**config.mk**
```make
export PLATFORM = sky130hd
export DESIGN_NAME = hgc_ctrl
export DESIGN_NICKNAME = d
export VERILOG_FILES = /design/src/hgc_pkg.sv /design/src/hgc_ctrl.sv
export SDC_FILE = /design/constraint.sdc
export NUM_CORES = 1
export LEC_CHECK = 0
export BUFFER_PORTS_ARGS = -buffer_cell sky130_fd_sc_hd__buf_2
export CAP_MARGIN = 10
export CELL_PAD_IN_SITES_DETAIL_PLACEMENT = 1
export CELL_PAD_IN_SITES_GLOBAL_PLACEMENT = 2
export CORE_MARGIN = 2
export CORE_UTILIZATION = 28
export CTS_CLUSTER_SIZE = 28
export DETAILED_ROUTE_END_ITERATION = 10
export GPL_TIMING_DRIVEN = 0
export HOLD_SLACK_MARGIN = 0.12
export PLACE_DENSITY_LB_ADDON = 0.3
export SLEW_MARGIN = 10
export SYNTH_ARGS = -nofsm -noshare
export SYNTH_HDL_FRONTEND = slang
export SYNTH_SLANG_ARGS = --single-unit
```
**constraint.sdc**
```tcl
create_clock -name clk -period 2 [get_ports clk]
set_input_delay 0.4 -clock clk [delete_from_list [all_inputs] [get_ports clk]]
set_output_delay 0.4 -clock clk [all_outputs]
set_load 0.005 [all_outputs]
```
**src/hgc_pkg.sv**
```systemverilog
// Shared constants, tables and command types of the Hangul glyph composer.
package hgc_pkg;

  // Store sizes in glyphs; each glyph holds sixteen row words.
  localparam int INITIAL_GLYPHS = 190;
  localparam int MEDIAL_GLYPHS  = 84;
  localparam int FINAL_GLYPHS   = 108;
  localparam int ROWS           = 16;
  localparam int ROW_W          = 4;

  localparam int INIT_DEPTH = INITIAL_GLYPHS * ROWS;
  localparam int MED_DEPTH  = MEDIAL_GLYPHS * ROWS;
  localparam int FIN_DEPTH  = FINAL_GLYPHS * ROWS;

  localparam int INIT_GW = $clog2(INITIAL_GLYPHS);
  localparam int MED_GW  = $clog2(MEDIAL_GLYPHS);
  localparam int FIN_GW  = $clog2(FINAL_GLYPHS);

  localparam int INIT_AW = INIT_GW + ROW_W;
  localparam int MED_AW  = MED_GW + ROW_W;
  localparam int FIN_AW  = FIN_GW + ROW_W;

  // Highest valid jamo codes; anything above reads as no jamo.
  localparam logic [4:0] INIT_CODES = 5'd19;
  localparam logic [4:0] MED_CODES  = 5'd21;
  localparam logic [4:0] FIN_CODES  = 5'd27;

  // Store selector codes of a row write.
  localparam logic [1:0] STORE_INITIAL = 2'd0;
  localparam logic [1:0] STORE_MEDIAL  = 2'd1;
  localparam logic [1:0] STORE_FINAL   = 2'd2;

  // Request kinds carried in the input tuser.
  localparam logic FUNC_WRITE   = 1'b0;
  localparam logic FUNC_COMPOSE = 1'b1;

  localparam logic [4:0] ADV_NARROW = 5'd8;
  localparam logic [4:0] ADV_WIDE   = 5'd16;

  localparam int IN_DATA_W  = 48;
  localparam int OUT_DATA_W = 32;

  // Glyph set of the initial consonant, chosen by the medial vowel.
  function automatic logic [2:0] init_set(input logic [4:0] m);
    logic [2:0] s;
    unique case (m)
      5'd9, 5'd13, 5'd19:         s = 3'd1;
      5'd14, 5'd18:               s = 3'd2;
      5'd10, 5'd11, 5'd12, 5'd20: s = 3'd3;
      5'd15, 5'd16, 5'd17:        s = 3'd4;
      default:                    s = 3'd0;
    endcase
    return s;
  endfunction

  // Glyph set of the final consonant, chosen by the medial vowel.
  function automatic logic [1:0] fin_set(input logic [4:0] m);
    logic [1:0] s;
    unique case (m)
      5'd9, 5'd13, 5'd14, 5'd18, 5'd19: s = 2'd3;
      5'd15, 5'd16, 5'd17:              s = 2'd2;
      default:                          s = 2'd0;
    endcase
    return s;
  endfunction

  // Commands from the controller to the datapath.
  typedef struct packed {
    logic             wr_en;    // store one row word from the input request
    logic             cap;      // capture a compose request
    logic             issue;    // read one row from the three stores
    logic [ROW_W-1:0] rd_row;   // row being read
    logic             load;     // move the read row into the output register
    logic [ROW_W-1:0] out_row;  // row number of the data being loaded
  } hgc_cmd_t;

endpackage

```
**src/hgc_ctrl.sv**
```systemverilog
// Controller of the glyph composer: request acceptance, row sequencing, output flow.
module hgc_ctrl (
  input  logic            clk,
  input  logic            rst,
  input  logic            s_tvalid,
  input  logic            s_tuser,
  output logic            s_tready,
  output logic            m_tvalid,
  input  logic            m_tready,
  output hgc_pkg::hgc_cmd_t cmd
);
  import hgc_pkg::*;

  localparam logic ST_IDLE = 1'b0;
  localparam logic ST_RUN  = 1'b1;

  logic             state;
  logic             state_next;
  logic [ROW_W:0]   issue_cnt;
  logic             dv;
  logic [ROW_W-1:0] dv_row;
  logic             out_valid;
  logic             accept;
  logic             issue;
  logic             load;
  logic             last_load;

  assign s_tready  = (state == ST_IDLE);
  assign accept    = s_tvalid && s_tready;
  assign load      = dv && (!out_valid || m_tready);
  assign issue     = (state == ST_RUN) && (issue_cnt < (ROW_W+1)'(ROWS)) && (!dv || load);
  assign last_load = load && (dv_row == ROW_W'(ROWS - 1));
  assign m_tvalid  = out_valid;

  always_comb begin
    state_next = state;
    unique case (state)
      ST_IDLE: begin
        if (accept && (s_tuser == FUNC_COMPOSE)) begin
          state_next = ST_RUN;
        end
      end
      ST_RUN: begin
        if (last_load) begin
          state_next = ST_IDLE;
        end
      end
      default: state_next = ST_IDLE;
    endcase
  end

  always_ff @(posedge clk) begin
    if (rst) begin
      state     <= ST_IDLE;
      issue_cnt <= '0;
      dv        <= 1'b0;
      dv_row    <= '0;
      out_valid <= 1'b0;
    end else begin
      state <= state_next;
      if (state == ST_IDLE) begin
        issue_cnt <= '0;
      end else if (issue) begin
        issue_cnt <= issue_cnt + 1'b1;
      end
      if (issue) begin
        dv     <= 1'b1;
        dv_row <= issue_cnt[ROW_W-1:0];
      end else if (load) begin
        dv <= 1'b0;
      end
      if (load) begin
        out_valid <= 1'b1;
      end else if (m_tready) begin
        out_valid <= 1'b0;
      end
    end
  end

  always_comb begin
    cmd.wr_en   = accept && (s_tuser == FUNC_WRITE);
    cmd.cap     = accept && (s_tuser == FUNC_COMPOSE);
    cmd.issue   = issue;
    cmd.rd_row  = issue_cnt[ROW_W-1:0];
    cmd.load    = load;
    cmd.out_row = dv_row;
  end

endmodule

```
## Word level (Yosys, flattened, before mapping)

Index checks and enable logic that the tools add are counted.

| cells by class | value |
|---|---|
| equality and inequality tests | 1 |
| bitwise gates (word level) | 2 |
| multipliers | 0 |
| order comparisons | 1 |
| div/mod/pow operators | 0 |
| reduce and logical (&&, ||, !) cells | 14 |
| add/subtract/negate cells | 1 |
| mux-type cells | 7 |
| shifts and indexed selects | 0 |

Operators by type and width:

| cell | count |
|---|---|
| logical AND 1 bit | 7 |
| two-way mux 1 bit | 6 |
| adder 5 x 1 -> 5 bit, second input constant | 1 |
| less-than comparator 5 bit, second input constant | 1 |
| == test 4 bit, second input constant | 1 |
| nonzero test 2 bit | 2 |
| zero test 1 bit | 2 |
| logical OR 1 bit | 2 |
| NOT 1 bit | 2 |
| case mux 1 bit (2 select lines) | 1 |
| OR reduction 2 bit | 1 |

| storage, ports and cells | value |
|---|---|
| register bits | 12 |
| logic and storage cells | 31 |
| input port bits | 5 |
| latch bits | 0 |
| ROM bits | 0 |
| memories | 0 |
| memory bits (writable) | 0 |
| output and inout bits | 14 |

## Longest topological paths before layout

| logic depth | value |
|---|---|
| depth in word-level cells | 6 |
| mapped depth | 4 |

## Worst setup path before layout

OpenSTA, ideal clock, no wires.

| timing path | value |
|---|---|
| path kind | in2reg |
| start | input m_tready |
| end | register issue_cnt[2] |
| setup slack | 665 ps |
| stages | 4 |
| data arrival time | 1265 ps |
| path buffers | 1 |
| cell sequence | and3b_1 > buf_6 > or4_1 > a21oi_1 |

| between the ends | value |
|---|---|
| longest elaborated chain between the ends | 4 |

Ends and longest elaborated chain:

| element | RTL line | text |
|---|---|---|
| from (decl) | hgc_ctrl.sv:9 | `input logic m_tready,` |
| logical OR 1 bit | hgc_ctrl.sv:30 | `assign load = dv && (!out_valid \|\| m_tready);` |
| logical AND 1 bit | hgc_ctrl.sv:30 |  |
| logical OR 1 bit | hgc_ctrl.sv:31 | `assign issue = (state == ST_RUN) && (issue_cnt < (ROW_W+1)'(ROWS)) && (!dv \|\| load);` |
| logical AND 1 bit | hgc_ctrl.sv:31 |  |
| to (signal assigned) | hgc_ctrl.sv:64 | `issue_cnt <= issue_cnt + 1'b1;` |
| to (decl) | hgc_ctrl.sv:19 | `logic [ROW_W:0] issue_cnt;` |

No other way between the ends.
A chain may end at the register's enable or synchronous reset.

## Worst setup path in the final report

| timing path | value |
|---|---|
| start | register issue_cnt[4] |
| end | output cmd[9] in the netlist's numbering |

| between the ends | value |
|---|---|
| longest elaborated chain between the ends | 3 |

Ends and longest elaborated chain:

| element | RTL line | text |
|---|---|---|
| less-than comparator 5 bit | hgc_ctrl.sv:31 |  |
| logical AND 1 bit (2 in a row) | hgc_ctrl.sv:31 |  |
| to (decl) | hgc_ctrl.sv:10 | `output hgc_pkg::hgc_cmd_t cmd` |

No other way between the ends.

==> impl_metrics.json <==
{
  "rows": 16,
  "max_freq_mhz": 549,
  "slew_headroom": 0.742,
  "leakage_nw": 0.334,
  "slew_viol_final": 0,
  "synth.distinct_cells": 25,
  "hold_violations": 0,
  "die_w_um": 49.8,
  "grt.total_usage": 0.120,
  "finalCritPeriodShare": 0.911,
  "setup_viol": 0,
  "io_buffer_count": 17,
  "grt_pass1_vias": 540,
  "ctsResizeCount": 0,
  "synthCells": 69,
  "final_common_cell": "buf_2",
  "min_from": "m_tready",
  "mostFrequentLayoutCells": "buf_2, dfxtp_1, a21oi_1",
  "timing.rr.start": "issue_cnt[1]",
  "min_period_ns": 1.82,
  "dr.pass1.iters": 2,
  "ys_seq_elements": 12,
  "drive_gt1_frac": 0.311,
  "post-cts-setup-buffers": 0,
  "drc": 0,
  "r2r-end": "issue_cnt[2]",
  "rsz0062_at_grt": "false",
  "power_density_nw_per_um2": 650,
  "synth-compound-area-share": 0.162,
  "syn_to_final_growth_pct": 26.4,
  "antennaDiodeCount": 0,
  "drt_iter0_markers": 3,
  "r2r_cells": 4,
  "ys.warnings.count": 0,
  "worstSkewPairLatency_ns": 0.27,
  "synth_area_um2": 587,
  "min_to": "m_tvalid",
  "synth.area.mux_share": 0.0171,
  "die_area_um2": 2480,
  "pin_count": 19,
  "initial_core_util": 0.299,
  "wire_per_inst_um": 11.5,
  "sw_frac_of_total": 0.224,
  "hold_path_depth": 4,
  "crit_path_start_kind": "register",
  "fillers": 269,
  "detailedPlace.worstSlack_ns": 0.445,
  "power_switching_mw": 0.108,
  "cts_max_path_buffers": 2,
  "clkPwrFrac": 0.397,
  "syn-num-nets": 75,
  "htreeDepth": 1,
  "path_class": "reg -> out",
  "yosysSeqAreaShare": 0.409,
  "cp.arrival_ns": 1.42,
  "cts_buffers": 3,
  "core-area_um2": 1960,
  "grt_max_degree": 11,
  "postRouteAntennaNets": 0,
  "die_y_um": 49.8,
  "fin_ws_ns": 0.179,
  "path_clk_slew_ns": 0.08,
  "seq_power_share": 0.515,
  "tightest_slew_ns": 0.387,
  "antenna_found_initial": 0,
  "clkSinkCount": 12,
  "grt_overflow": 0,
  "path_max_fanout": 10,
  "final.setup_skew_ns": 0.00263,
  "holdCritPathClass": "in -> reg",
  "synthSimpleGateAreaFrac": 0.262,
  "pwr-share-comb": 0.088,
  "hold_buffers": 0,
  "end_kind": "output pin",
  "fin_nets": 97,
  "seq_area_um2": 240,
  "viasPerCell": 4.67,
  "wl_mm": 1.34,
  "dp_hpwl_mm": 1.07,
  "cts_tree": "done",
  "cts_root_buf": "clkbuf_4",
  "status": "completed",
  "setup_tns_ns": 0,
  "vdd_drop_max_mv": 0.239,
  "routabilityCongestion": 0.782,
  "synth_top_family_by_area": "simple AND/OR/NAND/NOR gates",
  "synth-xor-area-share": 0,
  "synth.avg_cell_area_um2": 8.50,
  "dr_total_vias": 546,
  "cp_data_required_time_ns": 1.60,
  "grt_pass1_wl_mm": 2.27,
  "synthAdderAreaFrac": 0.0213,
  "cap_viol_max_count": 0,
  "reg2reg_slack_ns": 0.62,
  "p_int_mw": 0.374,
  "multiInputGateArea_um2": 272
}
==> stage by stage <==
stage	area, um^2	utilization	total power, mW	cells	hold slack, ns
after global placement	706	0.360	0.297	113	0.483
final	742	0.378	0.482	117	0.447
after detailed placement	706	0.360	0.298	113	0.483
after floorplan	587	-	0.279	69	0.461
after global routing	742	0.378	0.508	117	0.497
after CTS	742	0.378	0.493	117	0.446
==> critical path, cell delays in order (launching register included) <==
cell and delay [ns]:
dfxtp_1 0.36, nand2b_1 0.13, clkbuf_1 0.33, nor2_1 0.08, buf_4 0.14, buf_2 0.11
==> final cells by class <==
| type | instances | share of cell area |
|---|---|---|
| multi-input cells | 45 | 0.366 |
| plain buffers | 9 | 0.0860 |
| flip-flops and latches | 12 | 0.324 |
| clock buffers | 4 | 0.0489 |
| inverters | 3 | 0.0152 |
| repair buffers | 17 | 0.115 |
| well taps | 27 | 0.0455 |
==> worst max-delay path by stage <==
stage,slack [ns],startpoint,endpoint
after floorplan,0.67,m_tready,issue_cnt[2]
after global placement,0.45,m_tready,cmd[9]
after detailed placement,0.44,m_tready,cmd[9]
after CTS,0.14,issue_cnt[4],cmd[9]
after global routing,0.06,issue_cnt[4],cmd[9]
final,0.18,issue_cnt[4],cmd[9]
==> power by group through the flow <==
stage | combinational, mW | clock, mW | sequential (mW)
2_1_floorplan | 0.0267 | 0 | 0.253
3_3_place_gp | 0.0426 | 0 | 0.254
3_5_place_dp | 0.0435 | 0 | 0.254
4_1_cts | 0.0437 | 0.201 | 0.248
5_1_grt | 0.0482 | 0.210 | 0.250
6_report | 0.0424 | 0.192 | 0.248
==> sequential cells by signal, indices dropped and copies added, names as in the netlist <==
signal     flops
issue_cnt      5
dv             1
state          1
dv_row         4
m_tvalid       1
==> Yosys cell counts (all sizes together) <==
cell type  number  area [um^2]
a41oi           1         8.76
nand3b          1         7.51
mux2i           1         10.0
o21ai           6         30.0
and3            1         6.26
and3b           2         17.5
dfxtp          12          240
clkbuf          2         7.51
or4             1         7.51
nor2            4         15.0
nand4           2         12.5
or2             1         6.26
inv             3         11.3
nand2b          2         12.5
ha              1         12.5
nor2b           3         18.8
nand2           1         3.75
nand3           5         25.0
a21oi           8         40.0
o31ai           1         7.51
o2bb2ai         1         8.76
or3             1         6.26
buf             7         56.3
nor3b           2         15.0
==> per-layer routing <==
layer / vias up / share of wire / global-route usage
met5: - / 0 / 0
met4: 0 / 0.014 / 0.0694
met3: 2 / 0.042 / 0.0182
met2: 14 / 0.47 / 0.198
met1: 248 / 0.47 / 0.146
li1: 282 / - / -
==> cells by family (layout without fill, tap and decap cells) <==
group | count (synthesis) | after routing
buf+inv | 12 | 33
compound gates | 17 | 17
simple gates | 26 | 26
flops | 12 | 12
mux | 1 | 1
fa+ha+maj | 1 | 1
Note: power is estimated with default switching activity, not from simulation.
